[config.mk]
export PLATFORM = sky130hd
export DESIGN_NAME = sfdp_basic_table_decoder_unit
export DESIGN_NICKNAME = d
export VERILOG_FILES = /design/src/rtl/sfdp_pkg.sv /design/src/rtl/sfdp_basic_table_decoder_unit.sv /design/src/rtl/sfdp_word_decode.sv
export SDC_FILE = /design/constraint.sdc
export NUM_CORES = 1
export LEC_CHECK = 0
export BUFFER_PORTS_ARGS = -buffer_cell sky130_fd_sc_hd__buf_2
export CORE_MARGIN = 2
export CORE_UTILIZATION = 39
export CTS_BUF_LIST = sky130_fd_sc_hd__clkbuf_4 sky130_fd_sc_hd__clkbuf_8
export DETAILED_ROUTE_END_ITERATION = 16
export GPL_ROUTABILITY_DRIVEN = 1
export PLACE_DENSITY = 0.55
export REMOVE_ABC_BUFFERS = 1
export SYNTH_ARGS = -nofsm -noshare
export SYNTH_HDL_FRONTEND = slang
export SYNTH_SLANG_ARGS = --single-unit
export TNS_END_PERCENT = 5
[constraint.sdc]
create_clock -name i_clk -period 13.7 [get_ports i_clk]
set_input_delay 0 -clock i_clk [delete_from_list [all_inputs] [get_ports i_clk]]
set_output_delay 0 -clock i_clk [all_outputs]
set_load 0.01 [all_outputs]
[src/rtl/sfdp_pkg.sv]
// Shared types and constants for the SFDP basic parameter table decoder.
package sfdp_pkg;

    localparam int unsigned MAX_ERASE_LOG2 = 16;
    localparam int unsigned DEFAULT_LOG2   = 16;
    localparam int unsigned EXP_W          =
        $clog2(((MAX_ERASE_LOG2 > DEFAULT_LOG2) ? MAX_ERASE_LOG2 : DEFAULT_LOG2) + 1);
    localparam int unsigned BLK_W          = 17;

    localparam logic [15:0] ID_BASIC       = 16'hFF00;
    localparam logic [15:0] ID_FOURBYTE    = 16'hFF84;
    localparam logic [31:0] SIZE_16MIB     = 32'(16 * 1024 * 1024);
    localparam logic [7:0]  DEFAULT_OPCODE = 8'hD8;
    localparam logic [2:0]  ADDR_3BYTE     = 3'd3;
    localparam logic [2:0]  ADDR_4BYTE     = 3'd4;

    localparam logic [1:0]  AM_3ONLY       = 2'd0;
    localparam logic [1:0]  AM_3OR4        = 2'd1;
    localparam logic [1:0]  AM_4ONLY       = 2'd2;

    localparam logic [3:0]  POS_ADDR_MODE  = 4'd0;
    localparam logic [3:0]  POS_DENSITY    = 4'd1;
    localparam logic [3:0]  POS_SECTOR_LO  = 4'd7;
    localparam logic [3:0]  POS_SECTOR_HI  = 4'd8;
    localparam logic [3:0]  POS_ENTER_4B   = 4'd15;

    localparam logic [7:0]  LEN_SECTORS    = 8'd9;
    localparam logic [7:0]  LEN_ENTER_4B   = 8'd16;
    localparam logic [7:0]  VER_MAJOR_1    = 8'd1;
    localparam logic [7:0]  VER_MINOR_4B   = 8'd5;

    typedef enum logic [1:0] {
        ST_SECTOR    = 2'd0,
        ST_NO_SECTOR = 2'd1,
        ST_FOURBYTE  = 2'd2,
        ST_UNKNOWN   = 2'd3
    } t_status;

    typedef struct packed {
        logic [15:0] table_id;
        logic [7:0]  ver_major;
        logic [7:0]  ver_minor;
        logic [7:0]  len_dwords;
        logic [3:0]  position;
        logic [31:0] word;
        logic        last;
    } t_item;

    // Decoder state; erase and candidate sizes are kept as log2 exponents.
    typedef struct packed {
        logic [2:0]       addr_len;
        logic [31:0]      capacity;
        logic [EXP_W-1:0] erase_exp;
        logic [7:0]       erase_op;
        logic [EXP_W-1:0] best_exp;
        logic [7:0]       best_op;
        logic [7:0]       entry_mode;
    } t_state;

endpackage

[src/rtl/sfdp_basic_table_decoder_unit.sv]
// Top level of the SFDP basic parameter table decoder.
// o_out_valid rises after the item carrying last_word passes the input and result registers.
// Throughput: one dword per cycle while the result is not stalled; the input register,
// one decode step and the result register form the path. A stalled result holds the
// decode step, and the input stalls in the same cycle once the input register is occupied.
// Reset (synchronous, active low): 3-byte addressing, zero density, 64 KiB erase
// block with opcode D8h, no candidate sector, enter-4-byte mode 0, both valids low.
module sfdp_basic_table_decoder_unit (
    input  logic        i_clk,
    input  logic        i_rst_n,
    input  logic        i_in_valid,
    output logic        o_in_stall,
    input  logic [15:0] i_table_id,
    input  logic [7:0]  i_table_version_major,
    input  logic [7:0]  i_table_version_minor,
    input  logic [7:0]  i_table_length_dw,
    input  logic [3:0]  i_dword_position,
    input  logic [31:0] i_table_word,
    input  logic        i_last_word,
    output logic        o_out_valid,
    input  logic        i_out_stall,
    output logic [1:0]  o_parse_status,
    output logic [2:0]  o_address_bytes,
    output logic [31:0] o_density_bytes,
    output logic [16:0] o_block_size_bytes,
    output logic [31:0] o_block_count,
    output logic [7:0]  o_erase_opcode,
    output logic [7:0]  o_four_byte_entry_mode
);

    // Input register: holds one item until the decode step takes it.
    logic              r_in_valid;
    sfdp_pkg::t_item   r_item;

    // Decoder state, updated once per decoded dword.
    sfdp_pkg::t_state  r_state;
    sfdp_pkg::t_state  n_state;
    sfdp_pkg::t_status dec_status;

    // Result register.
    logic              r_out_valid;
    logic [1:0]        r_status;
    logic [2:0]        r_addr_len;
    logic [31:0]       r_density;
    logic [16:0]       r_block_size;
    logic [31:0]       r_block_count;
    logic [7:0]        r_erase_op;
    logic [7:0]        r_entry_mode;

    logic                        advance;
    logic [sfdp_pkg::BLK_W-1:0]  n_block_size;

    // Advance the decode step whenever the result register is free or draining.
    assign advance    = !r_out_valid || !i_out_stall;
    assign o_in_stall = r_in_valid && !advance;

    always_ff @(posedge i_clk) begin
        if (!i_rst_n) begin
            r_in_valid <= 1'b0;
        end else if (!o_in_stall) begin
            r_in_valid <= i_in_valid;
        end
    end

    always_ff @(posedge i_clk) begin
        if (!o_in_stall && i_in_valid) begin
            r_item.table_id   <= i_table_id;
            r_item.ver_major  <= i_table_version_major;
            r_item.ver_minor  <= i_table_version_minor;
            r_item.len_dwords <= i_table_length_dw;
            r_item.position   <= i_dword_position;
            r_item.word       <= i_table_word;
            r_item.last       <= i_last_word;
        end
    end

    sfdp_word_decode u_decode (
        .i_item   (r_item),
        .i_state  (r_state),
        .o_state  (n_state),
        .o_status (dec_status)
    );

    always_ff @(posedge i_clk) begin
        if (!i_rst_n) begin
            r_state.addr_len   <= sfdp_pkg::ADDR_3BYTE;
            r_state.capacity   <= '0;
            r_state.erase_exp  <= sfdp_pkg::EXP_W'(sfdp_pkg::DEFAULT_LOG2);
            r_state.erase_op   <= sfdp_pkg::DEFAULT_OPCODE;
            r_state.best_exp   <= '0;
            r_state.best_op    <= '0;
            r_state.entry_mode <= '0;
        end else if (advance && r_in_valid) begin
            r_state <= n_state;
        end
    end

    // Erase sizes are powers of two: the block count is a right shift.
    assign n_block_size = sfdp_pkg::BLK_W'(1) << n_state.erase_exp;

    always_ff @(posedge i_clk) begin
        if (!i_rst_n) begin
            r_out_valid <= 1'b0;
        end else if (advance) begin
            r_out_valid <= r_in_valid && r_item.last;
        end
    end

    always_ff @(posedge i_clk) begin
        if (advance && r_in_valid && r_item.last) begin
            r_status      <= dec_status;
            r_addr_len    <= n_state.addr_len;
            r_density     <= n_state.capacity;
            r_block_size  <= n_block_size;
            r_block_count <= n_state.capacity >> n_state.erase_exp;
            r_erase_op    <= n_state.erase_op;
            r_entry_mode  <= n_state.entry_mode;
        end
    end

    assign o_out_valid            = r_out_valid;
    assign o_parse_status         = r_status;
    assign o_address_bytes        = r_addr_len;
    assign o_density_bytes        = r_density;
    assign o_block_size_bytes     = r_block_size;
    assign o_block_count          = r_block_count;
    assign o_erase_opcode         = r_erase_op;
    assign o_four_byte_entry_mode = r_entry_mode;

endmodule

[src/rtl/sfdp_word_decode.sv]
// Combinational decode of one table dword into the next decoder state.
module sfdp_word_decode (
    input  sfdp_pkg::t_item  i_item,
    input  sfdp_pkg::t_state i_state,
    output sfdp_pkg::t_state o_state,
    output sfdp_pkg::t_status o_status
);

    logic [30:0]             dens_n;
    logic [32:0]             dens_sum;
    logic [31:0]             dens;
    logic [7:0]              exp_a;
    logic [7:0]              exp_b;
    logic                    basic;
    sfdp_pkg::t_state        s;

    always_comb begin
        dens_n   = i_item.word[30:0];
        dens_sum = {1'b0, i_item.word} + 33'd1;
        if (i_item.word[31]) begin
            if (dens_n < 31'd3) begin
                dens = '0;
            end else if (dens_n >= 31'd35) begin
                dens = '1;
            end else begin
                dens = 32'd1 << 6'(dens_n[5:0] - 6'd3);
            end
        end else begin
            dens = 32'(dens_sum[32:3]);
        end
    end

    always_comb begin
        s        = i_state;
        basic    = (i_item.table_id == sfdp_pkg::ID_BASIC);
        exp_a    = i_item.word[7:0];
        exp_b    = i_item.word[23:16];
        o_status = sfdp_pkg::ST_UNKNOWN;

        if (basic) begin
            if (i_item.position == sfdp_pkg::POS_ADDR_MODE) begin
                unique case (i_item.word[18:17])
                    sfdp_pkg::AM_3ONLY, sfdp_pkg::AM_3OR4: s.addr_len = sfdp_pkg::ADDR_3BYTE;
                    sfdp_pkg::AM_4ONLY:                    s.addr_len = sfdp_pkg::ADDR_4BYTE;
                    default:                               s.addr_len = i_state.addr_len;
                endcase
            end else if (i_item.position == sfdp_pkg::POS_DENSITY) begin
                s.capacity = dens;
                if (dens > sfdp_pkg::SIZE_16MIB) begin
                    s.addr_len = sfdp_pkg::ADDR_4BYTE;
                end
            end else if ((i_item.position == sfdp_pkg::POS_SECTOR_LO ||
                          i_item.position == sfdp_pkg::POS_SECTOR_HI) &&
                         i_item.len_dwords >= sfdp_pkg::LEN_SECTORS) begin
                // Strictly larger replaces, so the earlier entry wins a tie.
                if (exp_a != 8'd0 && exp_a <= 8'(sfdp_pkg::MAX_ERASE_LOG2) &&
                    exp_a[sfdp_pkg::EXP_W-1:0] > s.best_exp) begin
                    s.best_exp = exp_a[sfdp_pkg::EXP_W-1:0];
                    s.best_op  = i_item.word[15:8];
                end
                if (exp_b != 8'd0 && exp_b <= 8'(sfdp_pkg::MAX_ERASE_LOG2) &&
                    exp_b[sfdp_pkg::EXP_W-1:0] > s.best_exp) begin
                    s.best_exp = exp_b[sfdp_pkg::EXP_W-1:0];
                    s.best_op  = i_item.word[31:24];
                end
            end else if (i_item.position == sfdp_pkg::POS_ENTER_4B &&
                         i_item.len_dwords >= sfdp_pkg::LEN_ENTER_4B &&
                         i_item.ver_major == sfdp_pkg::VER_MAJOR_1 &&
                         i_item.ver_minor >= sfdp_pkg::VER_MINOR_4B) begin
                s.entry_mode = i_item.word[31:24];
            end
        end

        if (basic) begin
            o_status = (s.best_exp != '0) ? sfdp_pkg::ST_SECTOR : sfdp_pkg::ST_NO_SECTOR;
        end else if (i_item.table_id == sfdp_pkg::ID_FOURBYTE) begin
            o_status = sfdp_pkg::ST_FOURBYTE;
        end

        // Commit the chosen sector and drop the candidate at the end of a table.
        if (i_item.last) begin
            if (basic && s.best_exp != '0) begin
                s.erase_exp = s.best_exp;
                s.erase_op  = s.best_op;
            end
            s.best_exp = '0;
            s.best_op  = '0;
        end

        o_state = s;
    end

endmodule
Word level (Yosys, flattened, before mapping) --
Cells that the tools add are included.
Word-level totals: bits in registers 250, output and inout port bits 104, word-level logic and storage cells 99
Cells by class: add/subtract/negate cells 2, order comparisons 10, eq/ne operators 9, shift operators 3, multiplexer cells 26, reductions and logical operators 26
Operators with widths (number):
- $mux W32 | 4
- $mux W13 | 8
- $mux W35 | 2
- $mux W21 | 3
- $add A32 B1 Y33 const B | 1
- $eq A16 B16 Y1 const B | 2
- $gt A32 B25 Y1 const B | 1
- $shl A1 B6 Y32 const A | 1
- $shr A32 B5 Y32 | 1
- $ge A31 B6 Y1 const B | 1
- $lt A31 B2 Y1 const B | 1
- $mux W26 | 1
- $shl A1 B5 Y17 const A | 1
- $le A8 B5 Y1 const B | 2
- $mux W8 | 2
- $reduce_bool A8 Y1 | 2
- $logic_and A1 B1 Y1 | 14
- $gt A5 B5 Y1 | 2
- $eq A4 B4 Y1 const B | 2
- $eq A8 B1 Y1 const B | 1
- $ge A8 B3 Y1 const B | 1
- $ge A8 B4 Y1 const B | 1
- $ge A8 B5 Y1 const B | 1
- $mux W3 | 2
- 14 further kinds | 19

Depth between registers and ports, before layout --
depth in word-level cells 20, gate-level depth with buffers 27, gate-level depth less buffers 20

By module --
From an unflattened synthesis, not the netlist that was laid out.
Unflattened totals: cells, all modules 1239, area, all modules 13344.0 um2
By module, submodules not included:
- sfdp_basic_table_decoder_unit | instances 1, cells each 722, area an instance 10100.9 um2, seq. area each 6796.5 um2
- sfdp_word_decode | instances 1, cells each 517, area an instance 3243.1 um2, seq. area each 0.0 um2

Worst setup path after synthesis --
No wires, ideal clock.
kind register to register, from register r_item[1] (netlist bit), to register r_block_count[2] (netlist: o_block_count[2]) (data pin), data arrival time 5545 ps, required time 13428 ps, path slack 7883 ps, stages on the path, launching flop included 22, period minus slack after synthesis 5817 ps, path through edfxtp_1 > clkbuf_1 > inv_1 > ha_1 > a31o_2 > a211oi_1 > a21oi_1 > ha_1 > nand4_1 > o221ai_1 > nand3_1 > clkbuf_1 > nand2_1 > o21ai_0 > a211o_1 > o31a_1 > buf_2 > mux2_4 > mux2i_1 > o22ai_1 > a22o_1 > or4_1
Between the ends: cells in the longest elaborated chain, start to end 20
RTL lines:
- start: declaration | line sfdp_basic_table_decoder_unit.sv:33 | sfdp_pkg::t_item r_item;
- $le A8 B5 Y1 / $reduce_bool A8 Y1 (equally long branches) | line sfdp_word_decode.sv:56 | if (exp_a != 8'd0 && exp_a <= 8'(sfdp_pkg::MAX_ERASE_LOG2) &&
- $logic_and A1 B1 Y1 (2 in series) | line sfdp_word_decode.sv:56
- $mux W13 | line sfdp_word_decode.sv:56
- $mux W13 | line sfdp_word_decode.sv:52 | end else if ((i_item.position == sfdp_pkg::POS_SECTOR_LO ||
- $mux W13 | line sfdp_word_decode.sv:47 | end else if (i_item.position == sfdp_pkg::POS_DENSITY) begin
- $mux W13 | line sfdp_word_decode.sv:41 | if (i_item.position == sfdp_pkg::POS_ADDR_MODE) begin
- $mux W13 | line sfdp_word_decode.sv:40 | if (basic) begin
- $gt A5 B5 Y1 | line sfdp_word_decode.sv:62 | exp_b[sfdp_pkg::EXP_W-1:0] > s.best_exp) begin
- [... 3 more ...]
- $mux W21 | line sfdp_word_decode.sv:47
- $mux W21 | line sfdp_word_decode.sv:41
- $mux W21 | line sfdp_word_decode.sv:40
- $reduce_bool A5 Y1 | line sfdp_word_decode.sv:82 | if (basic && s.best_exp != '0) begin
- $logic_and A1 B1 Y1 | line sfdp_word_decode.sv:82
- $mux W13 | line sfdp_word_decode.sv:82
- $mux W26 | line sfdp_word_decode.sv:81 | if (i_item.last) begin
- $shr A32 B5 Y32 * | line sfdp_basic_table_decoder_unit.sv:115 | r_block_count <= n_state.capacity >> n_state.erase_exp;
- end signal: assignment | line sfdp_basic_table_decoder_unit.sv:115
- end: declaration | line sfdp_basic_table_decoder_unit.sv:46 | logic [31:0] r_block_count;
Mark *: on every way between the ends. The rest lies on a longest branch, timed or not. The select of a mux whose other input is x is not followed. A chain may end at the register's enable or synchronous reset.

Worst setup path after layout --
from register r_item[3] (netlist bit), to register r_block_count[3] (netlist: o_block_count[3]) (data pin)
The elaborated chain is that of the path after synthesis.

==> results.json <==
{
  "status": "finished, final reports clean",
  "worst_ep_arrival_time_ns": 7.68,
  "grt_max_degree": 80,
  "whs_ns": 0.1430,
  "clkSinkCount": 250,
  "finalSetupTns_ns": 0,
  "seq_area_um2": 6797,
  "period_share_pct": 53.91,
  "power.leakage_nw": 5.865,
  "root_buffer": "clkbuf_8",
  "worstPathMaxFanout": 26,
  "nets": 1614,
  "multi_input_area_um2": 5515,
  "grt-ovfl-total": 0,
  "synth_area_per_cell_um2": 9.993,
  "io_pins": 185,
  "critPathTopFamily": "compound AO/OA/AOI/OAI gates",
  "hold_class": "primary input to flop",
  "cp_slowest_cell": "edfxtp_1",
  "drc": 0,
  "period_minus_slack_ns": 7.386,
  "ys_seq_area_share_pct": 52.97,
  "cp-end-kind": "flop",
  "cts_resized": 0,
  "rsz0062_at_grt": "no",
  "dieArea_um2": 34370,
  "via_per_inst": 5.522,
  "io_buffers": 184,
  "first_pass_iters": 6,
  "clk_path_buf_depth": 3,
  "yosysTopAreaCellShare_pct": 41.89,
  "diodes": 0,
  "postLayoutCoreUtil_pct": 48.58,
  "synth_enable_flop_cells": 179,
  "die_h_um": 185.4,
  "instances_no_fill": 1997,
  "cts_made_buffers": 43,
  "wl_um": 39960,
  "critPathBufInv": 1,
  "stdcell_area_um2": 15770,
  "crit_path_start_kind": "flop",
  "clk_latency_ns": 0.56,
  "dpl_cell_area_um2": 14080,
  "yosysWarningCount": 0,
  "start_util_pct": 39.54,
  "coreArea_um2": 32450,
  "drt_iter0_markers": 999,
  "syn2layout_area_growth_pct": 22.88,
  "cts_tree": "built",
  "path_class": "flop to flop",
  "ctsHtreeMaxLevel": 2,
  "peakVddDrop_v": 0.00008227,
  "drive_gt1_share_pct": 20.90,
  "hold_viol_final": 0,
  "routedWlPerCell_um": 20.01,
  "clock.fmax_mhz": 135.4,
  "path_clk_slew_ns": 0.06,
  "fillers": 3026,
  "grt_pass1_wl_um": 61760,
  "power.density_nw_per_um2": 113.2,
  "ant_nets": 0,
  "track_usage_pct": 23.36,
  "netlist_area_um2": 12830,
  "final-max-slew-violation-count": 0,
  "yosysTopAreaCell": "edfxtp_1",
  "max_stage_delay_ns": 0.90,
  "worst_pin_slew_ns": 1.187,
  "synth.distinct_cells": 81,
  "row_count": 66,
  "ys_top_cells_by_area": "edfxtp_1 42%, dfxtp_1 11%, nor2_1 5.1%",
  "antenna_found_initial": 0,
  "slew_headroom_pct": 20.24,
  "final.setup_skew_ns": 0.02767,
  "synth_cells": 1284,
  "cp.required_ns": 13.99,
  "crit_chain": "ha_1, and3_1, a31o_2, a211oi_1, a21oi_1, ha_1, nand4_1, o221ai_1, nand3_1, a21oi_4, o21ai_1, a211o_1, o21a_1, a2bb2oi_1, buf_4, nand2_1, nor2_1, a22o_1, or4_1",
  "die_w_um": 185.4,
  "cts_hold_buf": 81,
  "setup_viol": 0,
  "synth_ff_type": "edfxtp_1",
  "async_reset_ff_share_pct": 0,
  "hpwl_um": 28000,
  "post-cts-setup-buffers": 0,
  "dp_cells": 1839,
  "crit_top_cell": "ha_1",
  "num_vias": 11027,
  "synth_seq_cells": 250,
  "maxCapViolCount": 0,
  "finalWeightedCongestion": 0.9425,
  "grt_pass1_vias": 10902
}
## Yosys cell counts, types with 5 or more instances
cell and instances:
edfxtp_1 179, nor2_1 175, nand2_1 122, a21oi_1 76
dfxtp_1 71, clkbuf_1 63, mux2i_1 54, o21ai_0 53
nor3_1 50, inv_1 41, a211oi_1 34, nand3_1 33
mux2_2 27, nor4_1 26, a22oi_1 25, o22ai_1 20
nand4_1 17, xor2_1 13, buf_1 12, xnor2_1 12
a31oi_1 11, ha_1 10, and3_1 9, or4_1 8
nand2b_1 7, nor2b_1 7, o21a_1 7, o221ai_1 7
a22o_1 6, buf_2 6, o22a_1 6, or3_1 6
a2bb2oi_1 5, buf_6 5, o211ai_1 5
## layout by cell type (no fill, tap or decap), types with 13 or more instances in the layout
cell type,instances
a211oi_1,34
nand3_1,33
buf_4,17
mux2i_1,54
mux2_2,27
o22ai_1,20
o21ai_0,53
buf_2,184
inv_1,40
xor2_1,13
nor2_1,175
nor3_1,50
dlygate4sd3_1,81
nand4_1,17
edfxtp_1,179
a22oi_1,25
a21oi_1,76
nand2_1,122
nor4_1,26
clkbuf_4,15
dfxtp_1,71
clkbuf_8,48
## routing by layer
layer  routed length [um]  share of wire, %  track usage, %  vias to the layer above
met5                    0                 0               0                        -
met4                 1827               4.6           10.25                        0
met3                 2317               5.8           3.775                      116
met2                18780                47           39.37                      418
met1                17030                43           29.58                     5223
li1                     -                 -               -                     5270
## cell type report
type,instances,area share (%)
clock buffers,63,4.904
clock inverters,14,0.6666
inverters,43,1.040
multi-input cells,903,34.98
flip-flops and latches,250,43.11
well taps,442,3.508
repair buffers,282,11.79
## state kept, by name, summed over array words and instances, names as in the netlist
name                    cells
o_out_valid                 1
o_parse_status              2
o_four_byte_entry_mode      8
o_density_bytes            32
r_item                     77
o_block_size_bytes         17
r_in_valid                  1
o_address_bytes             3
r_state                    69
o_erase_opcode              8
o_block_count              32
## cell families (layout without fill, tap and decap cells)
logic type	count (synthesis)	after routing	synth area share [%]
AND/OR/NAND/NOR	480	480	17.40
multiplexers	85	85	7.070
flip-flops	250	250	52.97
AO/OA/AOI/OAI	303	303	15.64
adder cells (fa/ha/maj)	10	10	0.9751
XOR/XNOR	25	25	1.706
buffers and inverters	131	402	4.242
## per-stage QoR
stage	setup WS (ns)	power [mW]
6_report	6.314	1.784
5_1_grt	5.785	1.866
4_1_cts	6.310	1.799
3_5_place_dp	6.320	1.091
3_3_place_gp	6.477	1.090
2_1_floorplan	6.838	1.009
## final timing paths
path,from,end,slack (ns),depth (start not counted)
max reg2reg,r_item[3]$_DFFE_PP_,o_block_count[3]$_DFFE_PP_,6.31,19
min,i_table_word[25],r_item[26]$_DFFE_PP_,0.14,2
min reg2reg,r_state[22]$_SDFFE_PN0P_,r_state[22]$_SDFFE_PN0P_,0.45,2
max,r_item[3]$_DFFE_PP_,o_block_count[3]$_DFFE_PP_,6.31,19
## worst register-to-register path, cell delays in order (launching register included)
cell       delay, ns
edfxtp_1        0.90
ha_1            0.36
and3_1          0.19
a31o_2          0.27
a211oi_1        0.70
a21oi_1         0.17
ha_1            0.33
nand4_1         0.11
o221ai_1        0.39
nand3_1         0.48
a21oi_4         0.52
o21ai_1         0.13
a211o_1         0.31
o21a_1          0.41
a2bb2oi_1       0.23
buf_4           0.20
nand2_1         0.41
nor2_1          0.24
a22o_1          0.27
or4_1           0.51
## report_power, final
part	leakage [nW]	switching, mW	internal, mW
combinational	3.16	0.138	0.0856
sequential	2.24	0.0269	0.845
clock	0.469	0.305	0.384
(Power assumes the default switching activity.)
